File: src/psa_pkg.sv
// ----------------------------------------------------------------------------
// psa_pkg
// Shared widths, unit operation codes and handshake types for the principal
// axes block.
// ----------------------------------------------------------------------------
package psa_pkg;

    localparam int COORD_W   = 24;
    localparam int SUM1_W    = 35;
    localparam int SUM2_W    = 58;
    localparam int WIDE_W    = 72;
    localparam int MUL_B_W   = 35;
    localparam int VEC_W     = 16;
    localparam int NORM_W    = 29;
    localparam int DIV_W     = 48;
    localparam int ROOT_W    = 32;
    localparam int SQRT_TOP  = 62;
    localparam int Q14_SHIFT = 14;
    localparam int TOL_W     = 8;
    localparam int LIM_W     = 16;
    localparam int CFG_IDX_W = 1;
    localparam int CFG_DAT_W = 16;

    localparam logic [VEC_W-1:0] ONE_Q14 = 16'd16384;

    localparam logic [CFG_IDX_W-1:0] REG_TOL = 1'd0;
    localparam logic [CFG_IDX_W-1:0] REG_LIM = 1'd1;

    localparam logic [1:0] OP_MUL  = 2'd0;
    localparam logic [1:0] OP_SQRT = 2'd1;
    localparam logic [1:0] OP_DIV  = 2'd2;

    typedef struct packed {
        logic       start;
        logic [1:0] op;
        logic       neg;
    } unit_req_t;

    typedef struct packed {
        logic busy;
        logic done;
    } unit_rsp_t;

    function automatic logic [WIDE_W-1:0] mag_w(input logic [WIDE_W-1:0] v);
        return v[WIDE_W-1] ? (~v + 1'b1) : v;
    endfunction

endpackage

File: src/psa_unit.sv
// ----------------------------------------------------------------------------
// psa_unit
// Shared iterative arithmetic unit: shift-add multiply, bit-pair square root
// and restoring division, one step per cycle.
// ----------------------------------------------------------------------------
module psa_unit (
    input  logic                        clk,
    input  logic                        rst_n,
    input  psa_pkg::unit_req_t          req,
    input  logic [psa_pkg::WIDE_W-1:0]  opa,
    input  logic [psa_pkg::MUL_B_W-1:0] opb,
    output psa_pkg::unit_rsp_t          rsp,
    output logic [psa_pkg::WIDE_W-1:0]  result
);
    import psa_pkg::*;

    localparam logic [5:0] DIV_LAST = 6'(DIV_W - 1);
    localparam logic [WIDE_W-1:0] SQRT_BIT0 = WIDE_W'(1) << SQRT_TOP;

    logic              busy_reg, busy_next;
    logic              done_reg, done_next;
    logic [1:0]        op_reg, op_next;
    logic              neg_reg, neg_next;
    logic [5:0]        cnt_reg, cnt_next;
    logic [WIDE_W-1:0] r0_reg, r0_next;
    logic [WIDE_W-1:0] r1_reg, r1_next;
    logic [WIDE_W-1:0] r2_reg, r2_next;

    logic [WIDE_W-1:0] add_a, add_b, add_sum, sq_diff, sq_root;
    logic [WIDE_W-1:0] rem_sh, div_diff;
    logic              sq_ge, div_ge;

    always_comb
    begin
        logic fin;
        fin       = 1'b0;
        add_a     = (op_reg == OP_MUL) ? r0_reg : r1_reg;
        add_b     = (op_reg == OP_MUL) ? r1_reg : r2_reg;
        add_sum   = add_a + add_b;
        sq_ge     = r0_reg >= add_sum;
        sq_diff   = r0_reg - add_sum;
        sq_root   = (r1_reg >> 1) + r2_reg;
        rem_sh    = {r0_reg[WIDE_W-2:0], r1_reg[DIV_W-1]};
        div_ge    = rem_sh >= r2_reg;
        div_diff  = rem_sh - r2_reg;
        busy_next = busy_reg;
        done_next = 1'b0;
        op_next   = op_reg;
        neg_next  = neg_reg;
        cnt_next  = cnt_reg;
        r0_next   = r0_reg;
        r1_next   = r1_reg;
        r2_next   = r2_reg;
        if (req.start)
        begin
            op_next   = req.op;
            neg_next  = req.neg;
            busy_next = 1'b1;
            cnt_next  = '0;
            unique case (req.op)
                OP_MUL:
                begin
                    r0_next = '0;
                    r1_next = opa;
                    r2_next = WIDE_W'(opb);
                end
                OP_SQRT:
                begin
                    r0_next = opa;
                    r1_next = '0;
                    r2_next = SQRT_BIT0;
                end
                OP_DIV:
                begin
                    r0_next = '0;
                    r1_next = opa;
                    r2_next = WIDE_W'(opb);
                end
                default:
                begin
                    busy_next = 1'b0;
                    done_next = 1'b1;
                end
            endcase
        end
        else if (busy_reg)
        begin
            unique case (op_reg)
                OP_MUL:
                begin
                    r0_next = r2_reg[0] ? add_sum : r0_reg;
                    r1_next = r1_reg << 1;
                    r2_next = r2_reg >> 1;
                    fin     = (r2_reg[WIDE_W-1:1] == '0);
                end
                OP_SQRT:
                begin
                    if (sq_ge)
                    begin
                        r0_next = sq_diff;
                        r1_next = sq_root;
                    end
                    else
                    begin
                        r1_next = r1_reg >> 1;
                    end
                    r2_next = r2_reg >> 2;
                    fin     = (r2_reg[WIDE_W-1:2] == '0);
                end
                OP_DIV:
                begin
                    r0_next  = div_ge ? div_diff : rem_sh;
                    r1_next  = {r1_reg[WIDE_W-2:0], div_ge};
                    cnt_next = cnt_reg + 6'd1;
                    fin      = (cnt_reg == DIV_LAST);
                end
                default:
                begin
                    fin = 1'b1;
                end
            endcase
            if (fin)
            begin
                busy_next = 1'b0;
                done_next = 1'b1;
            end
        end
    end

    always_comb
    begin
        case (op_reg)
            OP_MUL:  result = neg_reg ? (~r0_reg + 1'b1) : r0_reg;
            OP_SQRT: result = r1_reg;
            OP_DIV:  result = WIDE_W'(r1_reg[DIV_W-1:0]);
            default: result = r0_reg;
        endcase
    end

    assign rsp.busy = busy_reg;
    assign rsp.done = done_reg;

    always_ff @(posedge clk or negedge rst_n)
    begin
        if (!rst_n)
        begin
            busy_reg <= 1'b0;
            done_reg <= 1'b0;
            op_reg   <= OP_MUL;
            neg_reg  <= 1'b0;
            cnt_reg  <= '0;
        end
        else
        begin
            busy_reg <= busy_next;
            done_reg <= done_next;
            op_reg   <= op_next;
            neg_reg  <= neg_next;
            cnt_reg  <= cnt_next;
        end
    end

    always_ff @(posedge clk)
    begin
        r0_reg <= r0_next;
        r1_reg <= r1_next;
        r2_reg <= r2_next;
    end

endmodule

File: config.mk
export PLATFORM = sky130hd
export DESIGN_NAME = psa_unit
export DESIGN_NICKNAME = d
export VERILOG_FILES = /design/src/psa_pkg.sv /design/src/psa_unit.sv
export SDC_FILE = /design/constraint.sdc
export NUM_CORES = 1
export LEC_CHECK = 0
export ABC_AREA = 1
export BUFFER_PORTS_ARGS = -buffer_cell sky130_fd_sc_hd__buf_2
export CAP_MARGIN = 5
export CELL_PAD_IN_SITES_DETAIL_PLACEMENT = 1
export CELL_PAD_IN_SITES_GLOBAL_PLACEMENT = 2
export CORE_MARGIN = 4
export CORE_UTILIZATION = 37
export DETAILED_ROUTE_END_ITERATION = 12
export PLACE_DENSITY_LB_ADDON = 0.15
export SETUP_SLACK_MARGIN = 0.2
export SLEW_MARGIN = 20
export SYNTH_ARGS = -nofsm -noshare
export SYNTH_HDL_FRONTEND = slang
export SYNTH_SLANG_ARGS = --single-unit
File: constraint.sdc
create_clock -name clk -period 16.35 [get_ports clk]
set_clock_uncertainty 0.15 [all_clocks]
set_input_delay 2.4525 -clock clk [delete_from_list [all_inputs] [get_ports clk]]
set_output_delay 2.4525 -clock clk [all_outputs]
set_load 0.01 [all_outputs]
==> metrics.txt, run 1 <==
footprint of the multi-input gates 26300 um^2; Via density 6.03; area grow syn2layout 8.60%; final setup violation count 0; Register Area 6490 um^2; sequential area share after synthesis 17.4%; CTS tree built; drt pass-1 iters 5; initial antenna violation count 12; CTS sink count 218; Post-Synth Adder-Cell Area 9.09%; status complete, no violations; Post-DP HPWL 188000 um; first-pass GRT wire length 312000 um; RSZ-0062 raised after global routing false; proportion of synthesized area in mux cells 0%; RR Endpoint r1_reg[58]; register clock-pin slew on the reported worst setup and hold paths 0.06 ns; post-CTS sizing 0; Post-Syn Area 37200 um^2; delay of the slowest critical-path stage 0.62 ns; DRC viols 0; chip height 325 um; Longest Clk Path Bufs 3; CTS Buf Count 30; Initial Util 37.2%; largest family of logic cells by synthesized area simple AND/OR/NAND/NOR gates; post-CTS setup buffer count 0; YS warnings 0; Max Cap Viol 0; crit-path most repeated cell nand2_1; Max Fclk 107 MHz; row count 116; Root Buffer clkbuf_16; Nets 6848; fin. max-slew vios 0; syn_nets 6788; Post-synth EDFFs 207; Synth top area share 17.5%; largest cells by area after synthesis nand2_1, edfxtp_1, inv_1; Port-buffer cells 186; WS Path Type reg2reg; fillers 13900; Worst Max-Slew Pin Slew 1.22 ns; Die Wd 325 um; power density cells 207 nW/um^2; PnR Total Power 8.35 mW; final critical-path required period 9.39 ns; xor and xnor area share after synthesis 4.92%; post-detailed-routing wire length 222000 um; Reg2Reg Depth 39; CP max FO 53; CORE AREA 100000 um^2; crit path launch type flop; final hold viol count 0; via count 47000; Slew Limit Headroom 17.7%; CP required 16.56 ns; Synth Instances 6407; Hold Path Depth 1; CP Capture Type flop; Hold Path End cnt_reg[5]; Leak 19.3 nW; overall routing resource usage 39.9%; setup slack, reg-to-reg 6.96 ns; layout cells sized above 1 5.53%; crit share post-route 57.4%; Hold Startpoint cnt_reg[5]; crit path buf inv count 10; clock latency at the later pin of the worst-skew pair 0.63 ns; maximum VDD drop 88.9 uV; initial detailed-routing violation count 5920; die area 106000 um^2; post-synthesis compound-gate area fraction 23.6%; Synth async-reset ratio 5.05%; WL per Instance 28.4 um; largest net degree at the start of global routing 126; slowest CP cell ha_2; io pins 187; Final ANT Viol Nets 0; RR Startpoint op_reg[1]; GPL Wtd Cong 1.01; arrival time worst endpoint 9.59 ns; H-tree Lvls 1; synthesized area per cell 5.81 um^2; dominant cell type by area after synthesis nand2_1; total grt overflow 0; placed cell area 39400 um^2; Worst Hold Class reg2reg; synth unique cells 57; vias in the first global route 45000; FF+latch count, synth 218; post-route cell area 40400 um^2; Crit path max-delay family buffers and inverters; setup TNS 0 ns; Synth Area in Simple Gates 32.6%; Post-CTS Hold Fix Bufs 0; ys flop type edfxtp_1
[synth_stat cells, types with 18 or more instances]
cell type  number
ha_1          264
nand3_1       407
xnor2_1        94
nor4_1         30
buf_1          18
o221ai_1       42
o22ai_1        45
nor3_1         53
nand2_1      1740
a21oi_1       589
o21ai_1        62
inv_1         972
nor2_1        596
o21bai_1       20
edfxtp_1      207
nand4_1        60
o21ai_0       485
buf_2          28
a31oi_1        96
clkbuf_1      152
a22oi_1        52
o211ai_1       53
or2_2          18
o21a_1         43
xor2_1        115
[stage by stage]
step | utilization (%) | std cells | setup slack, ns | hold WS (ns)
after floorplan | - | 6407 | 7.09 | 0.284
after CTS | 40.4 | 7788 | 6.63 | 0.350
after detailed placement | 39.4 | 7732 | 6.72 | 0.326
after global placement | 39.4 | 7732 | 7.11 | 0.304
final | 40.4 | 7796 | 6.96 | 0.352
after global routing | 40.4 | 7791 | 6.29 | 0.369
[worst max-delay path by stage]
stage | startpoint | cells past startpoint | slack [ns] | end
final | op_reg[1] | 39 | 6.96 | r1_reg[58]
after CTS | op_reg[0] | 40 | 6.63 | r1_reg[58]
after detailed placement | op_reg[0] | 40 | 6.72 | r1_reg[48]
after global placement | op_reg[0] | 39 | 7.11 | r1_reg[0]
after floorplan | req[3] | 6 | 7.09 | r0_reg[0]
after global routing | op_reg[0] | 40 | 6.29 | r1_reg[58]
[cell usage in the layout, fill, tap and decap left out, types with 8 or more instances in the layout]
master,count
a21o_1,13
a21oi_1,589
a22oi_1,52
a31oi_1,94
and2_1,9
buf_2,186
buf_4,50
clkbuf_16,31
clkinv_1,11
dfrtp_1,10
edfxtp_1,207
ha_1,260
inv_1,969
inv_2,12
nand2_1,1739
nand2_2,8
nand3_1,407
nand3b_1,8
nand4_1,60
nor2_1,593
nor2_2,10
nor3_1,53
nor4_1,30
o211ai_1,53
o21a_1,43
o21ai_0,485
o21ai_1,61
o21bai_1,20
o221ai_1,42
o22ai_1,45
o311ai_0,10
o31ai_1,9
or2_2,18
xnor2_1,94
xor2_1,115
[kinds of logic after synthesis]
kind of cell	Yosys count
and+or+nand+nor	2958
AOI/OAI and AO/OA	1559
buffers and inverters	1195
adders and majority gates	268
DFF	218
xor gates and xnor gates	209
[report_power, final]
group / internal, mW / switching, mW / total (mW)
sequential: 0.808 / 0.377 / 1.19
clock: 0.406 / 0.291 / 0.697
combinational: 1.89 / 4.58 / 6.47
total: 3.11 / 5.25 / 8.35
[final cells by class]
cell class	count	share of cell area, %
Clock inverter	21	0.517
Clock buffer	35	1.96
Antenna cell	7	0.0433
Inverter	986	9.16
Multi-Input combinational cell	4994	64.9
Sequential cell	218	16.1
Tap cell	1298	4.02
Timing Repair Buffer	237	3.30
[routing by layer]
| metal | up-vias | routed length [um] | global-route usage (%) |
|---|---|---|---|
| met5 | - | 55 | 0 |
| li1 | 21400 | - | - |
| met1 | 22900 | 100000 | 60.2 |
| met3 | 261 | 28700 | 10.7 |
| met2 | 2423 | 85000 | 54.6 |
| met4 | 8 | 7550 | 11.6 |
(Power assumes the default switching activity.)
==> inputs of run 2 (changes only) <==
--- a/config.mk
+++ b/config.mk
@@ -5,13 +5,13 @@
 export SDC_FILE = /design/constraint.sdc
 export NUM_CORES = 1
 export LEC_CHECK = 0
-export ABC_AREA = 1
+export ABC_AREA = 0
 export BUFFER_PORTS_ARGS = -buffer_cell sky130_fd_sc_hd__buf_2
 export CAP_MARGIN = 5
 export CELL_PAD_IN_SITES_DETAIL_PLACEMENT = 1
 export CELL_PAD_IN_SITES_GLOBAL_PLACEMENT = 2
 export CORE_MARGIN = 4
-export CORE_UTILIZATION = 37
+export CORE_UTILIZATION = 38
 export DETAILED_ROUTE_END_ITERATION = 12
 export PLACE_DENSITY_LB_ADDON = 0.15
 export SETUP_SLACK_MARGIN = 0.2
==> constraint.sdc (replaced) <==
create_clock -name clk -period 9.3 [get_ports clk]
set_clock_uncertainty 0.15 [all_clocks]
set_input_delay 1.395 -clock clk [delete_from_list [all_inputs] [get_ports clk]]
set_output_delay 1.395 -clock clk [all_outputs]
set_load 0.01 [all_outputs]
==> run 2 against run 1 <==
Against the previous run:
- core utilization grew 2.2 points
- worst hold slack gained 0.052 ns
- die area shrank 15%
- via count shrank 25%
- flip-flop and latch count is the same
- critical path type unchanged
- critical endpoint is now r0_reg[29]
==> metrics.txt, run 2 <==
status complete, no violations; Hold Path Depth 2; die area 90300 um^2; row count 106; post-synthesis compound-gate area fraction 32.2%; slowest CP cell ha_1; Root Buffer clkbuf_16; Post-CTS Hold Fix Bufs 0; Max Cap Viol 0; most frequent cells in the layout o21ai_0, nand2_1, a21oi_1, ha_1, nor2_1; hold slack final 0.404 ns; post-detailed-routing wire length 152000 um; Post-synth EDFFs 207; xor and xnor area share after synthesis 7.21%; delay of the slowest critical-path stage 0.49 ns; Reg2Reg Depth 33; Post-DP HPWL 116000 um; Hold Startpoint cnt_reg[5]; setup slack, reg-to-reg 0.72 ns; post-route cell area 35900 um^2; crit share post-route 92.2%; setup TNS 0 ns; commonest non-fill, non-tap cell in the layout o21ai_0; Post-Synth Adder-Cell Area 10.8%; YS warnings 0; initial detailed-routing violation count 3509; WS Path Type reg2reg; PnR Total Power 11.7 mW; crit path launch type flop; power density cells 325 nW/um^2; RR Endpoint r0_reg[29]; final critical-path required period 8.58 ns; largest net degree at the start of global routing 80; CTS Buf Count 36; CP required 9.41 ns; CTS tree built; first-pass GRT wire length 224000 um; CTS sink count 218; Leak 15.2 nW; Final ANT Viol Nets 0; Die Wd 300 um; GPL Wtd Cong 0.954; register clock-pin slew on the reported worst setup and hold paths 0.06 ns; drt pass-1 iters 7; Port-buffer cells 186; Synth top area share 19.1%; CP Capture Type flop; via count 35100; Worst Hold Class reg2reg; ys flop type edfxtp_1; Initial Util 38.6%; syn_nets 4622; Via density 6.43; Max Fclk 117 MHz; Hold Path End cnt_reg[5]; CORE AREA 84200 um^2; Synth async-reset ratio 5.05%; most numerous cell in the Yosys netlist o21ai_0; area grow syn2layout 10.6%; Slew Limit Headroom 15.4%; total grt overflow 0; largest family of logic cells by synthesized area compound AO/OA/AOI/OAI gates; WL per Instance 27.9 um; Longest Clk Path Bufs 3; layout cells sized above 1 11.5%; Post-Syn Area 32500 um^2; vias in the first global route 34000; final setup violation count 0; dominant cell type by area after synthesis edfxtp_1; RSZ-0062 raised after global routing false; CP max FO 79; RR Startpoint op_reg[0]; synth unique cells 104; clock latency at the later pin of the worst-skew pair 0.58 ns; chip height 300 um; placed cell area 34500 um^2; Nets 4676; largest cells by area after synthesis edfxtp_1, ha_1, o21ai_0; sequential area share after synthesis 20.0%; Synth Area in Simple Gates 17.8%; Worst Max-Slew Pin Slew 1.26 ns; io pins 187; Synth Instances 4241; proportion of synthesized area in mux cells 6.78%; maximum VDD drop 142 uV; DRC viols 0; Synth top cells by count o21ai_0, nand2_1, a21oi_1, ha_1, nor2_1; fin. max-slew vios 0; final hold viol count 0; arrival time worst endpoint 8.69 ns; initial antenna violation count 4; overall routing resource usage 32.1%; H-tree Lvls 2; FF+latch count, synth 218; fin util 42.7%; synthesized area per cell 7.66 um^2
run 2: cell types whose count changed after synthesis, moves of 55 or more:
cell	change
inv_1	-796
mux2i_1	+130
nand2_1	-1296
a31oi_1	-55
a21oi_1	-229
xnor2_1	+55
nand3_1	-329
mux2_2	+80
a21o_1	+216
nor2_1	-337
clkbuf_1	+74
run 2: cells by family (layout without fill, tap and decap cells):
logic type / count (synthesis) / after routing
compound gates: 1608 / 1609
flops: 218 / 218
simple gates: 1219 / 1219
xor+xnor: 265 / 265
other cells: 0 / 3
fa+ha+maj: 279 / 279
buf+inv: 442 / 520
mux: 210 / 210
run 2: through the flow:
stage | worst slack (ns) | cells
CTS | 0.409 | 5431
finish | 0.721 | 5457
global placement | 0.637 | 5368
detailed placement | 0.478 | 5368
floorplan | 0.320 | 4241
global route | 0.245 | 5454
run 2: per-layer routing:
layer	share of wire, %	global-route usage (%)	routed length (um)
met1	47	47.3	71000
met2	44	50.6	67100
met3	7.1	3.71	10800
met4	2.1	6.70	3260
met5	0	0	0
run 2: worst max-delay path: cells and delay by family (launching register included):
kind | cells | cell delay (ns)
mux | 1 | 0.40
buf+inv | 4 | 0.88
xor+xnor | 1 | 0.17
fa+ha+maj | 3 | 1.17
compound gates | 14 | 2.90
simple gates | 10 | 2.03
flops | 1 | 0.45
run 2: what timing repair did:
item | 4_1_cts | 5_1_grt
buffers inserted | 0 | 21
endpoints found under the setup margin | 0 | 143
resized for setup | 0 | 5
run 2: final cells by class:
class | count | area [um^2]
fill | 10400 | 48300
multi-input combinational | 3582 | 24500
sequential | 218 | 6490
timing repair buffer | 279 | 1720
tap | 1134 | 1420
clock buffer | 44 | 952
inverter | 178 | 668
clock inverter | 19 | 210
antenna | 3 | 7.51
run 2: worst max-delay path by stage:
| stage | from | depth (start not counted) | to |
|---|---|---|---|
| 2_1_floorplan | op_reg[0] | 35 | r0_reg[0] |
| 3_3_place_gp | op_reg[0] | 32 | r0_reg[35] |
| 3_5_place_dp | op_reg[0] | 32 | r0_reg[33] |
| 4_1_cts | op_reg[0] | 32 | r0_reg[29] |
| 5_1_grt | op_reg[0] | 33 | r0_reg[29] |
| 6_report | op_reg[0] | 33 | r0_reg[29] |
run 2: where the power goes:
group          switching (mW)  internal, mW  leakage, nW  total, mW
combinational            5.18          3.27         12.4       8.44
clock                   0.565         0.840        0.565       1.40
sequential              0.484          1.35         2.23       1.83
total                    6.23          5.45         15.2       11.7
